==> src/hw/rtl/pftd_pkg.sv <==
// shared types, constants and character tables of the packed five-bit text decoder
// no dependencies
package pftd_pkg;

  localparam int BYTE_W          = 8;
  localparam int CODE_W          = 5;
  localparam int CHUNK_W         = 40;
  localparam int CODES_PER_CHUNK = 8;
  localparam int BUF_BYTES       = 4;
  localparam int QUEUE_DEPTH     = 4;

  localparam logic [CODE_W-1:0] CODE_STOP    = 5'h00;
  localparam logic [CODE_W-1:0] CODE_CAPITAL = 5'h1e;
  localparam logic [CODE_W-1:0] CODE_SYMBOL  = 5'h1f;

  localparam logic [BYTE_W-1:0] CASE_OFFSET = 8'h20;
  localparam logic [BYTE_W-1:0] CHAR_SPACE  = 8'h20;
  localparam logic [BYTE_W-1:0] CHAR_AT     = 8'h40;

  typedef struct packed {
    logic [CHUNK_W-1:0] chunk;
    logic               last;
  } job_t;

  function automatic logic [BYTE_W-1:0] lower_char(input logic [CODE_W-1:0] code);
    logic [BYTE_W-1:0] ch;
    if (code >= 5'd2 && code <= 5'd27) begin
      ch = 8'h5f + {3'b000, code};
    end else if (code == 5'd28) begin
      ch = CHAR_SPACE;
    end else begin
      ch = 8'h2e;
    end
    return ch;
  endfunction

  function automatic logic [BYTE_W-1:0] symbol_char(input logic [CODE_W-1:0] code);
    logic [BYTE_W-1:0] ch;
    unique case (code)
      5'd0, 5'd30: ch = 8'h5b;
      5'd1, 5'd31: ch = 8'h5d;
      5'd2:        ch = 8'h0a;
      5'd3:        ch = 8'h21;
      5'd4:        ch = 8'h22;
      5'd5:        ch = 8'h23;
      5'd6:        ch = 8'h24;
      5'd7:        ch = 8'h25;
      5'd8:        ch = 8'h26;
      5'd9:        ch = 8'h27;
      5'd10:       ch = 8'h28;
      5'd11:       ch = 8'h29;
      5'd12:       ch = 8'h2c;
      5'd13:       ch = 8'h2d;
      5'd14:       ch = 8'h2f;
      5'd15, 5'd16, 5'd17, 5'd18, 5'd19,
      5'd20, 5'd21, 5'd22, 5'd23, 5'd24:
                   ch = 8'h21 + {3'b000, code};
      5'd25:       ch = 8'h3a;
      5'd26:       ch = 8'h3b;
      5'd27:       ch = 8'h3f;
      5'd28:       ch = 8'h3c;
      5'd29:       ch = 8'h3e;
      default:     ch = 8'h5b;
    endcase
    return ch;
  endfunction

  function automatic logic [BYTE_W-1:0] map_code(input logic [CODE_W-1:0] code,
                                                 input logic              capital,
                                                 input logic              symbol);
    logic [BYTE_W-1:0] ch;
    ch = lower_char(code);
    if (symbol) begin
      ch = symbol_char(code);
    end else if (capital) begin
      ch = (ch == CHAR_SPACE) ? CHAR_AT : ch - CASE_OFFSET;
    end
    return ch;
  endfunction

endpackage

==> src/hw/rtl/pftd_front.sv <==
// front part: byte collection into 40-bit chunks, jobs pushed to the queue
// depends on pftd_pkg
module pftd_front import pftd_pkg::*; (
  input  logic              clk,
  input  logic              rst,
  input  logic              in_valid,
  output logic              in_stall,
  input  logic [BYTE_W-1:0] encoded_byte,
  input  logic              q_full,
  output logic              q_push,
  output job_t              q_job
);

  logic [BUF_BYTES*BYTE_W-1:0] chunk_bytes;
  logic [2:0]                  byte_count;
  logic                        accept;
  logic                        zero_byte;
  logic [CHUNK_W-1:0]          padded;

  assign in_stall  = q_full;
  assign accept    = in_valid && !q_full;
  assign zero_byte = (encoded_byte == '0);
  assign q_push    = accept && (zero_byte || byte_count == 3'(BUF_BYTES));

  always_comb begin
    unique case (byte_count)
      3'd1:    padded = {chunk_bytes[7:0], 32'h0};
      3'd2:    padded = {chunk_bytes[15:0], 24'h0};
      3'd3:    padded = {chunk_bytes[23:0], 16'h0};
      3'd4:    padded = {chunk_bytes, 8'h0};
      default: padded = '0;
    endcase
  end

  always_comb begin
    q_job.chunk = zero_byte ? padded : {chunk_bytes, encoded_byte};
    q_job.last  = zero_byte;
  end

  always_ff @(posedge clk) begin
    if (rst) begin
      chunk_bytes <= '0;
      byte_count  <= '0;
    end else if (accept) begin
      if (q_push) begin
        chunk_bytes <= '0;
        byte_count  <= '0;
      end else begin
        chunk_bytes <= {chunk_bytes[23:0], encoded_byte};
        byte_count  <= byte_count + 3'd1;
      end
    end
  end

endmodule

==> src/hw/rtl/pftd_queue.sv <==
// small job queue between front and back parts
// depends on pftd_pkg
module pftd_queue import pftd_pkg::*; #(
  parameter int Depth = QUEUE_DEPTH
) (
  input  logic clk,
  input  logic rst,
  input  logic push,
  input  job_t push_job,
  output logic full,
  input  logic pop,
  output logic not_empty,
  output job_t pop_job
);

  localparam int PtrW = $clog2(Depth);
  localparam int CntW = $clog2(Depth + 1);

  job_t            entries [Depth];
  logic [PtrW-1:0] wr_ptr;
  logic [PtrW-1:0] rd_ptr;
  logic [CntW-1:0] count;
  logic            do_push;
  logic            do_pop;

  assign full      = (count == CntW'(Depth));
  assign not_empty = (count != '0);
  assign do_push   = push && !full;
  assign do_pop    = pop && not_empty;
  assign pop_job   = entries[rd_ptr];

  always_ff @(posedge clk) begin
    if (do_push) begin
      entries[wr_ptr] <= push_job;
    end
  end

  always_ff @(posedge clk) begin
    if (rst) begin
      wr_ptr <= '0;
      rd_ptr <= '0;
      count  <= '0;
    end else begin
      if (do_push) begin
        wr_ptr <= (wr_ptr == PtrW'(Depth - 1)) ? '0 : wr_ptr + PtrW'(1);
      end
      if (do_pop) begin
        rd_ptr <= (rd_ptr == PtrW'(Depth - 1)) ? '0 : rd_ptr + PtrW'(1);
      end
      if (do_push && !do_pop) begin
        count <= count + CntW'(1);
      end else if (do_pop && !do_push) begin
        count <= count - CntW'(1);
      end
    end
  end

endmodule

==> src/hw/rtl/pftd_back.sv <==
// back part: one code per cycle decode while the output is not stalled, registered result output
// depends on pftd_pkg
module pftd_back import pftd_pkg::*; (
  input  logic              clk,
  input  logic              rst,
  input  logic              q_valid,
  input  job_t              q_job,
  output logic              q_pop,
  output logic              out_valid,
  input  logic              out_stall,
  output logic [BYTE_W-1:0] char_code,
  output logic              char_valid,
  output logic              string_end
);

  typedef enum logic [2:0] {
    ST_IDLE   = 3'b001,
    ST_DECODE = 3'b010,
    ST_MARK   = 3'b100
  } back_state_t;

  back_state_t        state, state_next;
  logic [CHUNK_W-1:0] chunk, chunk_next;
  logic [2:0]         idx, idx_next;
  logic               last, last_next;
  logic               upper, upper_next;
  logic               symbol, symbol_next;
  logic               stopped, stopped_next;
  logic               out_free;
  logic               emit;
  logic [BYTE_W-1:0]  emit_code;
  logic               emit_char;
  logic               emit_end;
  logic [CODE_W-1:0]  code;
  back_state_t        done_state;

  assign out_free   = !out_valid || !out_stall;
  assign code       = chunk[CHUNK_W-1 -: CODE_W];
  assign done_state = last ? ST_MARK : ST_IDLE;

  always_comb begin
    state_next   = state;
    chunk_next   = chunk;
    idx_next     = idx;
    last_next    = last;
    upper_next   = upper;
    symbol_next  = symbol;
    stopped_next = stopped;
    q_pop        = 1'b0;
    emit         = 1'b0;
    emit_code    = '0;
    emit_char    = 1'b0;
    emit_end     = 1'b0;
    unique case (state)
      ST_IDLE: begin
        if (q_valid) begin
          q_pop      = 1'b1;
          chunk_next = q_job.chunk;
          last_next  = q_job.last;
          idx_next   = '0;
          state_next = ST_DECODE;
        end
      end
      ST_DECODE: begin
        if (out_free) begin
          chunk_next = chunk << CODE_W;
          idx_next   = idx + 3'd1;
          if (stopped) begin
            state_next = done_state;
          end else begin
            priority if (code == CODE_STOP) begin
              stopped_next = 1'b1;
              state_next   = done_state;
            end else if (code == CODE_CAPITAL) begin
              upper_next = 1'b1;
            end else if (code == CODE_SYMBOL) begin
              symbol_next = 1'b1;
            end else begin
              emit        = 1'b1;
              emit_char   = 1'b1;
              emit_code   = map_code(code, upper, symbol);
              upper_next  = 1'b0;
              symbol_next = 1'b0;
            end
            if (idx == 3'(CODES_PER_CHUNK - 1)) begin
              state_next = done_state;
            end
          end
        end
      end
      ST_MARK: begin
        if (out_free) begin
          emit         = 1'b1;
          emit_end     = 1'b1;
          upper_next   = 1'b0;
          symbol_next  = 1'b0;
          stopped_next = 1'b0;
          state_next   = ST_IDLE;
        end
      end
      default: state_next = ST_IDLE;
    endcase
  end

  always_ff @(posedge clk) begin
    if (rst) begin
      state     <= ST_IDLE;
      upper     <= 1'b0;
      symbol    <= 1'b0;
      stopped   <= 1'b0;
      out_valid <= 1'b0;
    end else begin
      state   <= state_next;
      upper   <= upper_next;
      symbol  <= symbol_next;
      stopped <= stopped_next;
      if (out_free) begin
        out_valid <= emit;
      end
    end
  end

  always_ff @(posedge clk) begin
    chunk <= chunk_next;
    idx   <= idx_next;
    last  <= last_next;
    if (out_free) begin
      char_code  <= emit_code;
      char_valid <= emit_char;
      string_end <= emit_end;
    end
  end

endmodule

==> src/hw/rtl/packed_five_bit_text_decoder_core.sv <==
// path: after a fifth or zero byte a result passes queue, chunk load and output register, and
// a decode step more per prefix code before it; with no bytes held, an end marker passes a
// stop-code decode step too, then the mark state. flow: one byte per cycle while the queue
// is not full; back part: load per chunk, decode per code to a stop code, mark per end marker
// reset: synchronous rst clears byte buffer, queue, back state, pending flags and output valid
// depends on pftd_pkg, pftd_front, pftd_queue, pftd_back
module packed_five_bit_text_decoder_core import pftd_pkg::*; #(
  parameter int QueueDepth = QUEUE_DEPTH
) (
  input  logic              clk,
  input  logic              rst,
  input  logic              in_valid,
  output logic              in_stall,
  input  logic [BYTE_W-1:0] encoded_byte,
  output logic              out_valid,
  input  logic              out_stall,
  output logic [BYTE_W-1:0] char_code,
  output logic              char_valid,
  output logic              string_end
);

  logic q_push;
  logic q_full;
  logic q_pop;
  logic q_valid;
  job_t push_job;
  job_t pop_job;

  pftd_front u_front (
    .clk          (clk),
    .rst          (rst),
    .in_valid     (in_valid),
    .in_stall     (in_stall),
    .encoded_byte (encoded_byte),
    .q_full       (q_full),
    .q_push       (q_push),
    .q_job        (push_job)
  );

  pftd_queue #(.Depth(QueueDepth)) u_queue (
    .clk       (clk),
    .rst       (rst),
    .push      (q_push),
    .push_job  (push_job),
    .full      (q_full),
    .pop       (q_pop),
    .not_empty (q_valid),
    .pop_job   (pop_job)
  );

  pftd_back u_back (
    .clk        (clk),
    .rst        (rst),
    .q_valid    (q_valid),
    .q_job      (pop_job),
    .q_pop      (q_pop),
    .out_valid  (out_valid),
    .out_stall  (out_stall),
    .char_code  (char_code),
    .char_valid (char_valid),
    .string_end (string_end)
  );

`ifndef SYNTHESIS
  a_no_push_when_full: assert property (@(posedge clk) disable iff (rst)
    !(q_push && q_full))
    else $error("job pushed into a full queue");

  a_result_kind: assert property (@(posedge clk) disable iff (rst)
    out_valid |-> (char_valid != string_end))
    else $error("result is neither a character nor an end marker");

  a_marker_code: assert property (@(posedge clk) disable iff (rst)
    out_valid && string_end |-> char_code == '0)
    else $error("end marker carries a nonzero code");

  a_pop_only_when_ready: assert property (@(posedge clk) disable iff (rst)
    q_pop |-> q_valid)
    else $error("queue popped while empty");
`endif

endmodule

==> config.mk <==
export PLATFORM = sky130hd
export DESIGN_NAME = packed_five_bit_text_decoder_core
export DESIGN_NICKNAME = d
export VERILOG_FILES = /design/src/hw/rtl/pftd_pkg.sv /design/src/hw/rtl/pftd_front.sv /design/src/hw/rtl/pftd_queue.sv /design/src/hw/rtl/pftd_back.sv /design/src/hw/rtl/packed_five_bit_text_decoder_core.sv
export SDC_FILE = /design/constraint.sdc
export NUM_CORES = 1
export LEC_CHECK = 0
export ABC_AREA = 1
export BUFFER_PORTS_ARGS = -buffer_cell sky130_fd_sc_hd__buf_2
export CAP_MARGIN = 10
export CORE_MARGIN = 2
export CORE_UTILIZATION = 50
export CTS_CLUSTER_SIZE = 12
export DETAILED_ROUTE_END_ITERATION = 16
export PLACE_DENSITY_LB_ADDON = 0.12
export REMOVE_ABC_BUFFERS = 1
export SYNTH_ARGS = -nofsm -noshare
export SYNTH_HDL_FRONTEND = slang
export SYNTH_SLANG_ARGS = --single-unit
==> constraint.sdc <==
create_clock -name clk -period 9 [get_ports clk]
set_input_delay 0.45 -clock clk [delete_from_list [all_inputs] [get_ports clk]]
set_output_delay 0.45 -clock clk [all_outputs]
set_load 0.05 [all_outputs]
==> out/qor.yml <==
grt_pass1_wl_mm: 43.7
gp_congestion: 0.864
fin_skew_ns: 0.00836
area_delta_synth_final_pct: 9.80
cts.repair.resized: 0
maxCapViolCount: 0
wl_mm: 27.0
layout-drive-gt1-share_pct: 10.8
yosys.area_share.xor_xnor_pct: 0.218
grt.total_usage_pct: 21.5
num_rows: 56
muxShareOfSynthArea_pct: 0
cts_hold_buf: 0
cts_made_buffers: 29
drc: 0
tightest_slew_ns: 1.00
synth_compound_area_share_pct: 12.1
rsz0062_at_grt: "false"
firstDrtPassIters: 5
synth_area_per_cell_um2: 10.0
cts.sinks: 269
drt_iter0_drc: 755
slew_viol_final: 0
drt-wirelength-per-cell_um: 17.5
root_buffer: "clkbuf_16"
port_buffers: 23
setup_viol: 0
cts_tree: "done"
ios: 24
hold_viol: 0
final_nets: 1233
synth-seq-cells: 269
final_antenna_net_count: 0
clock.fmax_ghz: 0.340
final_common_cell: "nor2_1"
clockBufferDepth: 3
power-per-cell-area_mw_per_mm2: 303
grt_pass1_vias: 7931
insertion_delay_ns: 0.54
n_antenna_cell: 0
final_util_pct: 56.2
antenna_found_initial: 0
num_vias: 8279
dieArea_mm2: 0.0254
cp-end-kind: "register"
crit_path_max_incr_delay_ns: 0.75
ys_seq_area_share_pct: 62.7
synth_area_mm2: 0.0121
path_max_fanout: 36
critPathTopFamily: "compound AO/OA/AOI/OAI gates"
ctsHtreeMaxLevel: 1
cts_setup_buffers: 0
chipWidth_um: 159
period_needed_ns: 2.94
hp-class: "input pin to register"
path_class: "register to register"
cp.arrival_ns: 3.36
start_util_pct: 51.1
synth.distinct_cells: 44
vdd_ir_drop_max_uv: 232
core-area_mm2: 0.0236
post-dp-hpwl_mm: 17.1
async_flop_share_pct: 0
critPathRequiredTime_ns: 9.42
fin_tns_setup_ns: 0
relSlewSlack_pct: 32.5
status: "complete, no violations"
synthSimpleGateAreaFrac_pct: 17.1
clk_pin_slew_worst_paths_ns: 0.06
die_height_um: 159
min_period_over_period_pct: 32.7
path_cells: "inv_1 -> nand2_1 -> o21ai_4 -> inv_1 -> o21ai_2 -> inv_1 -> ha_1 -> inv_1 -> fa_1 -> o21ai_0 -> a21oi_1"
yosys_warnings: 0
cpMostUsedCell: "inv_1"
avgViaCountPerCell: 5.37
synth_adder_area_share_pct: 2.13
synthFlopType: "edfxtp_1"
final_cell_mix: "nor2_1, edfxtp_1, nand2_1"
netlist_instances: 1204
synth_top_family_by_area: "simple AND/OR/NAND/NOR gates"
crit_buf_inv: 4
hold_slack_ns: 0.155
grt_overflow: 0
cp_slowest_cell: "o21ai_4"
synth_edf_count: 218
grt_max_degree: 75
cp-start-kind: "register"
leakagePower_uw: 0.00484
synthesized netlist by cell type (8+ instances only):
cell | number | area (um2)
nand2_1 | 180 | 676
ha_1 | 19 | 238
buf_2 | 23 | 115
a31oi_1 | 34 | 213
nand3_1 | 27 | 135
inv_1 | 70 | 263
o22ai_1 | 19 | 119
o21ai_0 | 120 | 601
a21oi_1 | 60 | 300
nor2_2 | 8 | 50.1
dfxtp_1 | 51 | 1020
edfxtp_1 | 218 | 6550
inv_2 | 9 | 33.8
nor2_1 | 260 | 976
clkbuf_1 | 29 | 109
buf_6 | 8 | 90.1
routing by layer:
metal	global-route usage (%)	routed length, um
met4	5.00	454
met5	0	0
met1	31.2	12800
met3	2.63	1470
met2	34.9	12300
registers in the layout (all words and copies together) (netlist names), named ones only:
name and flops:
u_queue.entries 164, u_front.byte_count 3, u_queue.count 3, u_back.chunk 40, u_back.upper 1, u_queue.wr_ptr 2
u_back.char_valid 1, u_front.chunk_bytes 32, u_back.stopped 1, u_back.string_end 1, u_back.last 1, u_back.out_valid 1
u_back.char_code 8, u_queue.rd_ptr 2, u_back.symbol 1, u_back.idx 3, u_back.state 3
through the flow:
step / instance area [um2] / total power [uW] / setup slack, ns / instances
detailed placement: 12400 / 2940 / 6.06 / 1489
finish: 13300 / 4020 / 6.06 / 1543
global placement: 12400 / 2930 / 6.09 / 1489
global route: 13300 / 4280 / 5.77 / 1543
CTS: 13300 / 4050 / 6.05 / 1543
floorplan: 11700 / 2580 / 4.36 / 1135
power breakdown:
| part | switching, uW | internal [uW] | total (uW) |
|---|---|---|---|
| registers | 129 | 1600 | 1720 |
| logic | 842 | 346 | 1190 |
| clock network | 452 | 658 | 1110 |
cell families after synthesis:
group	after synthesis
fa+ha+maj	20
compound gates	261
xor+xnor	3
simple gates	498
other cells	1
flops	269
buf+inv	152
worst reg2reg max path: stages (launching register included):
cell     delay [ns]
dfxtp_1        0.33
inv_1          0.09
nand2_1        0.10
o21ai_4        0.75
inv_1          0.19
o21ai_2        0.33
inv_1          0.10
ha_1           0.20
inv_1          0.10
fa_1           0.42
o21ai_0        0.16
a21oi_1        0.06
path summary, 6_finish.rpt:
kind	from	slack, ns	end	depth (start not counted)
worst max-delay path	u_queue.count[1]	6.06	u_queue.count[1]	11
worst min-delay path	encoded_byte[0]	0.16	u_queue.entries[0][1]	1
worst max register to register	u_queue.count[1]	6.06	u_queue.count[1]	11
worst min register to register	u_front.chunk_bytes[9]	0.48	u_front.chunk_bytes[9]	2
final cells by class:
| cell class | instances | area (um2) |
|---|---|---|
| Clock buffer | 45 | 826 |
| Multi-Input combinational cell | 783 | 3860 |
| Tap cell | 319 | 399 |
| Inverter | 83 | 322 |
| Timing Repair Buffer | 35 | 205 |
| Clock inverter | 9 | 78.8 |
| Fill cell | 2107 | 10400 |
| Sequential cell | 269 | 7570 |
Note: power is estimated with default switching activity, not from simulation.
